**config.mk**
```make
export PLATFORM = sky130hd
export DESIGN_NAME = date_time_setting_menu_core
export DESIGN_NICKNAME = d
export VERILOG_FILES = /design/src/rtl/dtsm_pkg.sv /design/src/rtl/date_time_setting_menu_core.sv
export VERILOG_INCLUDE_DIRS = /design/src /design/src/rtl
export SDC_FILE = /design/constraint.sdc
export NUM_CORES = 1
export LEC_CHECK = 0
export ABC_AREA = 0
export BUFFER_PORTS_ARGS = -buffer_cell sky130_fd_sc_hd__buf_4
export CORE_MARGIN = 2
export CORE_UTILIZATION = 55
export CTS_CLUSTER_DIAMETER = 150
export DETAILED_ROUTE_END_ITERATION = 10
export PLACE_DENSITY = 0.82
export SLEW_MARGIN = 10
export SYNTH_ARGS = -nofsm -noshare
export SYNTH_HDL_FRONTEND = slang
export SYNTH_SLANG_ARGS = --single-unit
export TNS_END_PERCENT = 100
```
**constraint.sdc**
```tcl
create_clock -name clk -period 10 [get_ports clk]
set_clock_uncertainty 0.1 [all_clocks]
set_input_delay 2 -clock clk [delete_from_list [all_inputs] [get_ports clk]]
set_output_delay 2 -clock clk [all_outputs]
set_load 0.01 [all_outputs]
```
**src/rtl/date_time_setting_menu_core_assert.svh**
```systemverilog
//------------------------------------------------------------------------------
// Assertion macros for the date and time setting menu
// Same-cycle and next-cycle implication checks with asynchronous reset.
//------------------------------------------------------------------------------
`ifndef DATE_TIME_SETTING_MENU_CORE_ASSERT_SVH
`define DATE_TIME_SETTING_MENU_CORE_ASSERT_SVH

// check cons in the cycle of ante
`define DTSM_ASSERT_SAME(label, clk, rst_n, ante, cons) \
	label: assert property (@(posedge clk) disable iff (!rst_n) (ante) |-> (cons)) \
		else $error("dtsm: same-cycle check failed");

// check cons in the cycle after ante
`define DTSM_ASSERT_NEXT(label, clk, rst_n, ante, cons) \
	label: assert property (@(posedge clk) disable iff (!rst_n) (ante) |=> (cons)) \
		else $error("dtsm: next-cycle check failed");

`endif

```
**src/rtl/dtsm_pkg.sv**
```systemverilog
//------------------------------------------------------------------------------
// dtsm_pkg
// Request codes, menu item codes, field widths and calendar helpers.
//------------------------------------------------------------------------------
package dtsm_pkg;

	localparam int REQ_W    = 3;
	localparam int YEAR_W   = 16;
	localparam int MONTH_W  = 4;
	localparam int DAY_W    = 5;
	localparam int HOUR_W   = 5;
	localparam int MIN_W    = 6;
	localparam int SEC_W    = 6;
	localparam int MENU_W   = 3;
	localparam int SHOWN_W  = 16;
	localparam int BRIGHT_W = 4;

	localparam int IN_BITS  = YEAR_W + MONTH_W + DAY_W + HOUR_W + MIN_W + SEC_W;
	localparam int IN_W     = ((IN_BITS + 7) / 8) * 8;
	localparam int OUT_BITS = IN_BITS + MENU_W + SHOWN_W + 1 + 1 + BRIGHT_W + 1;
	localparam int OUT_W    = ((OUT_BITS + 7) / 8) * 8;

	localparam logic [REQ_W-1:0] REQ_SHOW  = 3'd0;
	localparam logic [REQ_W-1:0] REQ_PLUS  = 3'd1;
	localparam logic [REQ_W-1:0] REQ_MINUS = 3'd2;
	localparam logic [REQ_W-1:0] REQ_NEXT  = 3'd3;
	localparam logic [REQ_W-1:0] REQ_RESET = 3'd4;

	localparam logic [MENU_W-1:0] ITEM_YEAR   = 3'd0;
	localparam logic [MENU_W-1:0] ITEM_MONTH  = 3'd1;
	localparam logic [MENU_W-1:0] ITEM_DAY    = 3'd2;
	localparam logic [MENU_W-1:0] ITEM_MODE   = 3'd3;
	localparam logic [MENU_W-1:0] ITEM_HOUR   = 3'd4;
	localparam logic [MENU_W-1:0] ITEM_MINUTE = 3'd5;
	localparam logic [MENU_W-1:0] ITEM_SECOND = 3'd6;
	localparam logic [MENU_W-1:0] ITEM_BRIGHT = 3'd7;

	localparam logic [BRIGHT_W-1:0] BRIGHT_RESET = 4'd15;
	localparam logic [HOUR_W-1:0]   HOUR_TOP     = 5'd23;
	localparam logic [MIN_W-1:0]    MIN_TOP      = 6'd59;

	// floor(y / 25) = (y * DIV25_MUL) >> DIV25_SH for all 16-bit y
	localparam logic [16:0] DIV25_MUL = 17'd83887;
	localparam int          DIV25_SH  = 21;

	function automatic logic leap_year(input logic [YEAR_W-1:0] y);
		logic [32:0]       prod;
		logic [11:0]       q;
		logic [YEAR_W-1:0] q25;
		logic              div25;
		prod  = y * DIV25_MUL;
		q     = prod[DIV25_SH +: 12];
		q25   = {q, 4'b0} + {1'b0, q, 3'b0} + {4'b0, q};
		div25 = (q25 == y);
		return (y[1:0] == 2'b00) && (!div25 || (y[3:0] == 4'b0000));
	endfunction

	function automatic logic [DAY_W-1:0] month_len(input logic [MONTH_W-1:0] m,
		input logic leap);
		logic [DAY_W-1:0] len;
		case (m)
			4'd4, 4'd6, 4'd9, 4'd11: len = 5'd30;
			4'd2:                    len = leap ? 5'd29 : 5'd28;
			default:                 len = 5'd31;
		endcase
		return len;
	endfunction

endpackage

```
**src/rtl/date_time_setting_menu_core.sv**
```systemverilog
// One register stage holds the accepted item, one the result, registered as the item leaves.
// Throughput: one item per cycle while the output is not stalled by m_axis_tready.
// The menu index, 24-hour mode and brightness update as an item leaves the input stage.
// Reset (arst_n low, asynchronous) empties both stages, sets the menu to year,
// twelve-hour mode and full brightness.
//------------------------------------------------------------------------------
// date_time_setting_menu_core
// Button-event editor for calendar date, time, hour mode and brightness.
//------------------------------------------------------------------------------
`include "date_time_setting_menu_core_assert.svh"

module date_time_setting_menu_core (
	input  logic                         clk,
	input  logic                         arst_n,
	input  logic                         s_axis_tvalid,
	output logic                         s_axis_tready,
	// year[15:0] month[19:16] day[24:20] hour[29:25] minute[35:30] second[41:36]
	input  logic [dtsm_pkg::IN_W-1:0]    s_axis_tdata,
	// req_type[2:0]
	input  logic [dtsm_pkg::REQ_W-1:0]   s_axis_tuser,
	output logic                         m_axis_tvalid,
	input  logic                         m_axis_tready,
	// year[15:0] month[19:16] day[24:20] hour[29:25] minute[35:30] second[41:36]
	// menu_item[44:42] shown_value[60:45] shows_pm[61] mode_24h[62]
	// brightness_level[66:63] bright_updated[67]
	output logic [dtsm_pkg::OUT_W-1:0]   m_axis_tdata
);

	logic                             valid_s1;
	logic                             adv_s1;
	logic [dtsm_pkg::REQ_W-1:0]       req_s1;
	logic [dtsm_pkg::YEAR_W-1:0]      year_s1;
	logic [dtsm_pkg::MONTH_W-1:0]     month_s1;
	logic [dtsm_pkg::DAY_W-1:0]       day_s1;
	logic [dtsm_pkg::HOUR_W-1:0]      hour_s1;
	logic [dtsm_pkg::MIN_W-1:0]       minute_s1;
	logic [dtsm_pkg::SEC_W-1:0]       second_s1;

	logic [dtsm_pkg::MENU_W-1:0]      menu_q;
	logic                             mode_q;
	logic [dtsm_pkg::BRIGHT_W-1:0]    bright_q;
	logic                             out_valid_q;
	logic [dtsm_pkg::OUT_W-1:0]       out_data_q;

	logic                             plus;
	logic                             minus;
	logic                             edit;
	logic                             leap;
	logic [dtsm_pkg::MONTH_W-1:0]     month_step;
	logic [dtsm_pkg::DAY_W-1:0]       maxd_cur;
	logic [dtsm_pkg::DAY_W-1:0]       maxd_new;
	logic [dtsm_pkg::YEAR_W-1:0]      year_n;
	logic [dtsm_pkg::MONTH_W-1:0]     month_n;
	logic [dtsm_pkg::DAY_W-1:0]       day_n;
	logic [dtsm_pkg::HOUR_W-1:0]      hour_n;
	logic [dtsm_pkg::MIN_W-1:0]       minute_n;
	logic [dtsm_pkg::SEC_W-1:0]       second_n;
	logic [dtsm_pkg::MENU_W-1:0]      menu_n;
	logic                             mode_n;
	logic [dtsm_pkg::BRIGHT_W-1:0]    bright_n;
	logic [dtsm_pkg::SHOWN_W-1:0]     shown;
	logic                             pm;
	logic                             bchg;
	logic [dtsm_pkg::OUT_BITS-1:0]    result;

	assign adv_s1        = valid_s1 && (!out_valid_q || m_axis_tready);
	assign s_axis_tready = !valid_s1 || adv_s1;

	always_ff @(posedge clk or negedge arst_n) begin
		if (!arst_n) begin
			valid_s1 <= 1'b0;
		end else if (s_axis_tready) begin
			valid_s1 <= s_axis_tvalid;
		end
	end

	always_ff @(posedge clk) begin
		if (s_axis_tvalid && s_axis_tready) begin
			req_s1    <= s_axis_tuser;
			year_s1   <= s_axis_tdata[15:0];
			month_s1  <= s_axis_tdata[19:16];
			day_s1    <= s_axis_tdata[24:20];
			hour_s1   <= s_axis_tdata[29:25];
			minute_s1 <= s_axis_tdata[35:30];
			second_s1 <= s_axis_tdata[41:36];
		end
	end

	assign plus       = (req_s1 == dtsm_pkg::REQ_PLUS);
	assign minus      = (req_s1 == dtsm_pkg::REQ_MINUS);
	assign edit       = plus || minus || (req_s1 == dtsm_pkg::REQ_SHOW);
	assign leap       = dtsm_pkg::leap_year(year_s1);
	assign month_step = plus ? ((month_s1 >= 4'd12) ? 4'd1 : month_s1 + 4'd1)
		: ((month_s1 <= 4'd1) ? 4'd12 : month_s1 - 4'd1);
	assign maxd_cur   = dtsm_pkg::month_len(month_s1, leap);
	assign maxd_new   = dtsm_pkg::month_len(month_step, leap);

	always_comb begin
		year_n   = year_s1;
		month_n  = month_s1;
		day_n    = day_s1;
		hour_n   = hour_s1;
		minute_n = minute_s1;
		second_n = second_s1;
		menu_n   = menu_q;
		mode_n   = mode_q;
		bright_n = bright_q;
		shown    = '0;
		pm       = 1'b0;
		bchg     = 1'b0;
		if (req_s1 == dtsm_pkg::REQ_NEXT) begin
			menu_n = menu_q + 3'd1;
		end else if (req_s1 == dtsm_pkg::REQ_RESET) begin
			menu_n = dtsm_pkg::ITEM_YEAR;
		end else if (edit) begin
			unique case (menu_q)
				dtsm_pkg::ITEM_YEAR: begin
					shown = year_s1;
					if (plus || minus) begin
						year_n = plus ? year_s1 + 16'd1 : year_s1 - 16'd1;
						if (month_s1 == 4'd2 && day_s1 == 5'd29) begin
							day_n = 5'd28;
						end
					end
				end
				dtsm_pkg::ITEM_MONTH: begin
					shown = {12'd0, month_s1};
					if (plus || minus) begin
						month_n = month_step;
						if (day_s1 > maxd_new) begin
							day_n = maxd_new;
						end
					end
				end
				dtsm_pkg::ITEM_DAY: begin
					shown = {11'd0, day_s1};
					if (plus) begin
						day_n = (day_s1 >= maxd_cur) ? 5'd1 : day_s1 + 5'd1;
					end else if (minus) begin
						day_n = (day_s1 <= 5'd1 || day_s1 > maxd_cur) ? maxd_cur
							: day_s1 - 5'd1;
					end
				end
				dtsm_pkg::ITEM_MODE: begin
					shown = mode_q ? 16'd24 : 16'd12;
					if (plus || minus) begin
						mode_n = !mode_q;
					end
				end
				dtsm_pkg::ITEM_HOUR: begin
					if (mode_q) begin
						shown = {11'd0, hour_s1};
					end else if (hour_s1 >= 5'd12) begin
						pm    = 1'b1;
						shown = {11'd0, (hour_s1 >= 5'd13) ? hour_s1 - 5'd12 : hour_s1};
					end else begin
						shown = {11'd0, (hour_s1 == 5'd0) ? 5'd12 : hour_s1};
					end
					if (plus) begin
						hour_n = (hour_s1 >= dtsm_pkg::HOUR_TOP) ? 5'd0 : hour_s1 + 5'd1;
					end else if (minus) begin
						hour_n = (hour_s1 == 5'd0 || hour_s1 > dtsm_pkg::HOUR_TOP)
							? dtsm_pkg::HOUR_TOP : hour_s1 - 5'd1;
					end
				end
				dtsm_pkg::ITEM_MINUTE: begin
					shown = {10'd0, minute_s1};
					if (plus) begin
						minute_n = (minute_s1 >= dtsm_pkg::MIN_TOP) ? 6'd0
							: minute_s1 + 6'd1;
					end else if (minus) begin
						minute_n = (minute_s1 == 6'd0 || minute_s1 > dtsm_pkg::MIN_TOP)
							? dtsm_pkg::MIN_TOP : minute_s1 - 6'd1;
					end
				end
				dtsm_pkg::ITEM_SECOND: begin
					shown = {10'd0, second_s1};
					if (plus) begin
						second_n = (second_s1 >= dtsm_pkg::MIN_TOP) ? 6'd0
							: second_s1 + 6'd1;
					end else if (minus) begin
						second_n = (second_s1 == 6'd0 || second_s1 > dtsm_pkg::MIN_TOP)
							? dtsm_pkg::MIN_TOP : second_s1 - 6'd1;
					end
				end
				default: begin
					shown = {12'd0, bright_q};
					if (plus) begin
						bright_n = bright_q + 4'd1;
						bchg     = 1'b1;
					end else if (minus) begin
						bright_n = bright_q - 4'd1;
						bchg     = 1'b1;
					end
				end
			endcase
		end
	end

	assign result = {bchg, bright_n, mode_n, pm, shown, menu_n,
		second_n, minute_n, hour_n, day_n, month_n, year_n};

	always_ff @(posedge clk or negedge arst_n) begin
		if (!arst_n) begin
			menu_q      <= dtsm_pkg::ITEM_YEAR;
			mode_q      <= 1'b0;
			bright_q    <= dtsm_pkg::BRIGHT_RESET;
			out_valid_q <= 1'b0;
		end else begin
			if (adv_s1) begin
				menu_q   <= menu_n;
				mode_q   <= mode_n;
				bright_q <= bright_n;
			end
			if (adv_s1) begin
				out_valid_q <= 1'b1;
			end else if (m_axis_tready) begin
				out_valid_q <= 1'b0;
			end
		end
	end

	always_ff @(posedge clk) begin
		if (adv_s1) begin
			out_data_q <= {{(dtsm_pkg::OUT_W - dtsm_pkg::OUT_BITS){1'b0}}, result};
		end
	end

	assign m_axis_tvalid = out_valid_q;
	assign m_axis_tdata  = out_data_q;

	`DTSM_ASSERT_SAME(a_bchg_item, clk, arst_n, m_axis_tvalid && m_axis_tdata[67], m_axis_tdata[44:42] == dtsm_pkg::ITEM_BRIGHT)
	`DTSM_ASSERT_SAME(a_pm_hour, clk, arst_n, m_axis_tvalid && m_axis_tdata[61], !m_axis_tdata[62] && m_axis_tdata[44:42] == dtsm_pkg::ITEM_HOUR)
	`DTSM_ASSERT_SAME(a_stall, clk, arst_n, !s_axis_tready, valid_s1 && out_valid_q && !m_axis_tready)
	`DTSM_ASSERT_NEXT(a_menu_next, clk, arst_n, adv_s1 && req_s1 == dtsm_pkg::REQ_NEXT, menu_q == $past(menu_q) + 3'd1)

endmodule
```
==> results.json, run 1 <==
{
  "wire_length_of_the_first_global_routing_pass_mm": 61.1,
  "drt-met1-wl_mm": 14.5,
  "ys_ff_latch": 123,
  "timing.critical_path.required_ns": 10.10,
  "die-height_um": 159,
  "yosys.area.top_type": "edfxtp_1",
  "crit_top_cell": "buf_4",
  "core_um2": 23600,
  "placement.setup.worst_slack_ns": -0.586,
  "detailroute.wirelength.met3_mm": 3.36,
  "die-width_um": 159,
  "setup.worst_path.start_class": "flop",
  "layout-area-overhead-vs-synth_pct": 25.4,
  "maxcap_violations": 0,
  "synth_top_cells_by_count": "inv_1 (226), ha_1 (195), edfxtp_1 (113)",
  "cpMaxStageDelayCell": "fa_1",
  "timing.hold.worst.class": "flop to flop",
  "synth_warnings": 0,
  "synth.cell_area_um2": 13300,
  "clock_sink_count": 123,
  "floorplan.io_pins": 129,
  "synth-edff-count": 113,
  "timing.final.ws_setup_ns": -0.651,
  "post-synth-top-count-cell": "inv_1",
  "final-setup-viol-count": 5,
  "tritoncts": "yes",
  "cts-buffers-inserted": 17,
  "numPortBuffers": 118,
  "root_buffer": "clkbuf_16",
  "place.detailed.hpwl_mm": 27.6,
  "grt.total_usage": 0.303,
  "ctsHtreeMaxLevel": 4,
  "synth.distinct_cells": 86,
  "number_of_search_and_repair_iterations_in_the_first_detailed_routing_pass": 9,
  "violations": "negative setup slack",
  "yosys-top-cells-area": "edfxtp_1 (26%), ha_1 (18%), fa_1 (16%)",
  "dr_total_vias": 11536,
  "ys_async_sr_fraction": 0.0813,
  "standard_cell_rows": 56,
  "dp.cells": 1890,
  "holdBufCountCts": 0,
  "dr.first_iter.drc_count": 1176,
  "diodes": 0,
  "initial_utilization": 0.562,
  "synth_top_area_frac": 0.256,
  "antenna_left": 0,
  "clock.fmax_ghz": 0.0939,
  "setup_repair_after_global_routing_missed_its_margin": "true",
  "globalRouteOverflowTotal": 0,
  "synthesis.area_per_instance_um2": 9.81,
  "routabilityCongestion": 0.918,
  "top_layer_used": "met4",
  "finalHoldViolCount": 0,
  "outcome": "finished, violations left",
  "grt_antenna_before_repair": 0,
  "synthFlopType": "edfxtp_1",
  "clk_latency_ns": 0.44,
  "crit_arrival_ns": 10.75,
  "path_class": "flop to flop",
  "final.setup.tns_ns": -2.79,
  "first_global_vias": 12006,
  "clk_pin_slew_worst_paths_ns": 0.07,
  "delay_contributed_by_the_slowest_stage_of_the_critical_path_ns": 0.56,
  "critPathCaptureType": "flop",
  "met2_wirelength_mm": 18.1,
  "post-route-period-util": 1.07,
  "grt_max_degree": 72,
  "detail_route.wirelength_mm": 38.0,
  "timing.max_slew.rel_slack": 0.253,
  "number_of_slew_limit_violations_in_the_final_report": 0,
  "tightestPinTransition_ns": 1.12,
  "critPathMaxFanout": 4,
  "ys_seq_area_frac": 0.275,
  "drc_errors": 0,
  "die_area_um2": 25400,
  "final_layout_size_suffix_gt1_frac": 0.252,
  "instances_no_fill": 1951,
  "syn-instance-count": 1354,
  "nets": 1977,
  "clock_tree.buffer_depth": 2,
  "via_per_inst": 5.91,
  "routed_wire_per_std_cell_um": 19.5,
  "finalWorstPathRequiredPeriod_ns": 10.65
}
[path summary, 6_finish.rpt]
kind	cells past startpoint	from	slack, ns	endpoint
worst max-delay path	47	year_s1[4]	-0.65	m_axis_tdata[20]
worst min-delay path	1	valid_s1	0.41	m_axis_tvalid
worst max register to register	47	year_s1[4]	-0.65	m_axis_tdata[20]
worst min register to register	1	valid_s1	0.41	m_axis_tvalid
max in group asynchronous	1	arst_n	8.30	bright_q[1]
min in group asynchronous	1	arst_n	1.28	valid_s1
[per-layer routing]
| layer | GRT usage | up-vias |
|---|---|---|
| met5 | 0 | - |
| met4 | 0.138 | 0 |
| met3 | 0.0479 | 163 |
| met2 | 0.510 | 629 |
| met1 | 0.388 | 5533 |
| li1 | - | 5211 |
[layout by cell type (no fill, tap or decap), types with 6 or more instances in the layout]
master     synthesis  layout
a211oi_1           8       7
a21o_1            15      15
a21oi_1           86      75
a21oi_2            1      10
a22o_1             8       8
a31oi_1           14      13
and3_1             7       6
buf_4              7     277
buf_6              1       8
clkbuf_16          0      17
dfrtp_1            6       6
edfxtp_1         113     113
fa_1             108     101
fa_2               0       7
ha_1             195     185
ha_4               0       8
inv_1            226     216
inv_2              2      13
nand2_1           80      79
nand2b_1          14      13
nand3_1           22      20
nand4_1           10      10
nor2_1            80      77
nor2b_1           13      12
nor3_1            35      35
o211ai_1           6       6
o21a_1             6       6
o21ai_0           76      70
o21ai_1            3       7
xnor2_1           36      33
xor2_1            24      20
[repair_timing]
item                       4_1_cts  5_1_grt
pin swaps                       49       33
setup endpoints to repair        5        5
cloned                           0        0
setup buffers                   26        3
gates resized for setup         51       22
[per-stage QoR]
step           instance area, µm²  hold WS [ns]  utilization
2_1_floorplan               13400         0.357            -
3_3_place_gp                15500         0.368        0.656
3_5_place_dp                15500         0.385        0.656
4_1_cts                     16500         0.411        0.700
5_1_grt                     16600         0.441        0.705
6_report                    16600         0.412        0.705
[cells by family (layout without fill, tap and decap cells)]
logic type / count (synthesis) / after routing / share of synthesized area
adders and majority gates: 303 / 303 / 0.347
other: 1 / 4 / 0.000282
and+or+nand+nor: 294 / 294 / 0.106
AOI/OAI and AO/OA: 290 / 290 / 0.141
xor gates and xnor gates: 62 / 62 / 0.0420
DFF: 123 / 123 / 0.275
buffers and inverters: 272 / 547 / 0.0824
muxes: 9 / 9 / 0.00716
[cell type report]
| type | instances | area, µm² |
|---|---|---|
| clock buffer | 17 | 425 |
| clock inverter | 15 | 178 |
| fill | 1526 | 6960 |
| inverter | 229 | 860 |
| multi-input combinational | 962 | 8950 |
| sequential | 123 | 3650 |
| tap | 319 | 399 |
| timing repair buffer | 286 | 2190 |
[worst max-delay path: cells and delay by family (launching register included)]
kind	cells	cell delay, ns
fa+ha+maj	9	4.04
compound gates	10	2.44
buf+inv	20	1.86
simple gates	5	0.88
xor+xnor	3	0.54
flops	1	0.52
[registers in the layout, indices dropped and copies added (netlist names)]
| name | cells |
|---|---|
| m_axis_tdata | 68 |
| year_s1 | 16 |
| minute_s1 | 6 |
| second_s1 | 6 |
| day_s1 | 5 |
| hour_s1 | 5 |
| bright_q | 4 |
| month_s1 | 4 |
| menu_q | 3 |
| req_s1 | 3 |
| m_axis_tvalid | 1 |
| mode_q | 1 |
| valid_s1 | 1 |
Power of run 1 is left out: the tool's default activity adds up to more than one toggle a clock period on the data nets, which glitch-free logic cannot reach.
==> run 2, diff against run 1 <==
==> constraint.sdc (replaced) <==
create_clock -name clk -period 8.5 [get_ports clk]
set_clock_uncertainty 0.1 [all_clocks]
set_input_delay 1.7 -clock clk [delete_from_list [all_inputs] [get_ports clk]]
set_output_delay 1.7 -clock clk [all_outputs]
set_load 0.01 [all_outputs]
==> results.json, run 2 (synthesized netlist as in run 1, its figures left out) <==
{
  "first_global_vias": 11455,
  "finalWorstPathRequiredPeriod_ns": 10.40,
  "number_of_search_and_repair_iterations_in_the_first_detailed_routing_pass": 10,
  "worst-r2r-setup-slack_ns": -1.90,
  "crit_top_cell": "fa_1",
  "finalHoldViolCount": 0,
  "cts-buffers-inserted": 17,
  "wire_length_of_the_first_global_routing_pass_mm": 57.8,
  "final_layout_size_suffix_gt1_frac": 0.234,
  "largest_register_ffs": 68,
  "clk_pin_slew_worst_paths_ns": 0.07,
  "r2r-start": "year_s1[15]",
  "dr.first_iter.drc_count": 1135,
  "via_per_inst": 5.81,
  "final-setup-viol-count": 5,
  "delay_contributed_by_the_slowest_stage_of_the_critical_path_ns": 0.59,
  "clock.fmax_ghz": 0.0962,
  "timing.final.ws_setup_ns": -1.90,
  "dr_total_vias": 11284,
  "root_buffer": "clkbuf_16",
  "setup.worst_path.start_class": "flop",
  "tightestPinTransition_ns": 1.18,
  "clk_latency_ns": 0.44,
  "initial_utilization": 0.562,
  "critPathCaptureType": "flop",
  "grt_antenna_before_repair": 0,
  "worst_r2r_path_depth": 43,
  "diodes": 0,
  "floorplan.io_pins": 129,
  "globalRouteOverflowTotal": 0,
  "grt.total_usage": 0.289,
  "holdBufCountCts": 0,
  "worst_hold_startpoint": "valid_s1",
  "place.detailed.hpwl_mm": 28.3,
  "most-common-layout-cells": "buf_4 (276), inv_1 (217), ha_1 (187)",
  "post-route-period-util": 1.22,
  "layout-area-overhead-vs-synth_pct": 23.2,
  "placement.setup.worst_slack_ns": -2.00,
  "standard_cell_rows": 56,
  "clock_sink_count": 123,
  "crit_arrival_ns": 10.60,
  "numPortBuffers": 118,
  "detail_route.wirelength_mm": 36.5,
  "nets": 1968,
  "cpMaxStageDelayCell": "fa_2",
  "number_of_slew_limit_violations_in_the_final_report": 0,
  "violations": "design-rule violations, negative setup slack",
  "clock_tree.buffer_depth": 2,
  "die-width_um": 159,
  "timing.critical_path.required_ns": 8.71,
  "tritoncts": "yes",
  "routabilityCongestion": 0.957,
  "critPathMaxFanout": 5,
  "core_um2": 23600,
  "grt_max_degree": 47,
  "drc_errors": 1,
  "setup_repair_after_global_routing_missed_its_margin": "true",
  "timing.max_slew.rel_slack": 0.215,
  "hold-path-endpoint": "m_axis_tvalid",
  "die-height_um": 159,
  "maxcap_violations": 0,
  "regToRegEndpoint": "m_axis_tdata[21]",
  "commonest_non_fill_non_tap_cell_in_the_layout": "buf_4",
  "instances_no_fill": 1942,
  "fill_cells": 1662,
  "path_class": "flop to flop",
  "timing.hold.worst.class": "flop to flop",
  "die_area_um2": 25400,
  "outcome": "finished, violations left",
  "antenna_left": 0,
  "ctsHtreeMaxLevel": 4,
  "routed_wire_per_std_cell_um": 18.8,
  "dp.cells": 1896,
  "hold_depth": 1
}
run 2: cell types whose count changed in the layout (fill, tap and decap cells not counted), sizes merged:
cell,before,now
clkinv,3,5
clkbuf,17,18
clkinvlp,2,3
bufinv,1,0
buf,286,277
inv,238,235
run 2: layer usage:
layer  global-route usage  wire (µm)
met5                    0          0
met1                0.365      14500
met2                0.489      17600
met3               0.0641       3040
met4                0.107       1400
run 2: critical path, delay by kind of cell, from the launching register on:
| kind | cells | cell delay [ns] |
|---|---|---|
| fa+ha+maj | 10 | 4.42 |
| compound gates | 15 | 2.71 |
| simple gates | 10 | 1.74 |
| buf+inv | 7 | 0.61 |
| flops | 1 | 0.46 |
| mux | 1 | 0.24 |
run 2: how the worst max path moves through the flow:
stage	slack, ns	to	startpoint
after floorplan	-1.52	m_axis_tdata[20]	year_s1[2]
after global placement	-1.66	m_axis_tdata[20]	year_s1[14]
after detailed placement	-2.00	m_axis_tdata[20]	year_s1[14]
after CTS	-1.78	m_axis_tdata[20]	year_s1[15]
after global routing	-2.17	m_axis_tdata[20]	year_s1[15]
final	-1.90	m_axis_tdata[21]	year_s1[15]
run 2: final cells by class:
type                            instances  area [µm²]  area share
Sequential cell                       123        3650       0.223
Clock buffer                           18         429      0.0262
Timing Repair Buffer                  277        2080       0.127
Tap cell                              319         399      0.0244
Multi-Input combinational cell        962        8820       0.539
Clock inverter                         14         114     0.00696
Inverter                              229         860      0.0526
run 2: timing repair:
action	in CTS	in global routing
gates resized for setup	18	16
cloned	0	0
endpoints found under the hold margin	0	0
endpoints found under the setup margin	5	5
setup buffers	8	6
pin swaps	16	10
run 2: per-stage QoR:
step                      setup TNS [ns]  utilization  hold slack, ns  instance area, µm²
after global placement             -7.98        0.658           0.370               15500
after floorplan                    -7.17            -           0.357               13400
after global routing              -10.61        0.693           0.444               16400
after CTS                          -8.49        0.688           0.408               16200
after detailed placement           -9.57        0.658           0.389               15500
final                              -9.07        0.693           0.407               16400
Power of run 2 is left out for the same reason.
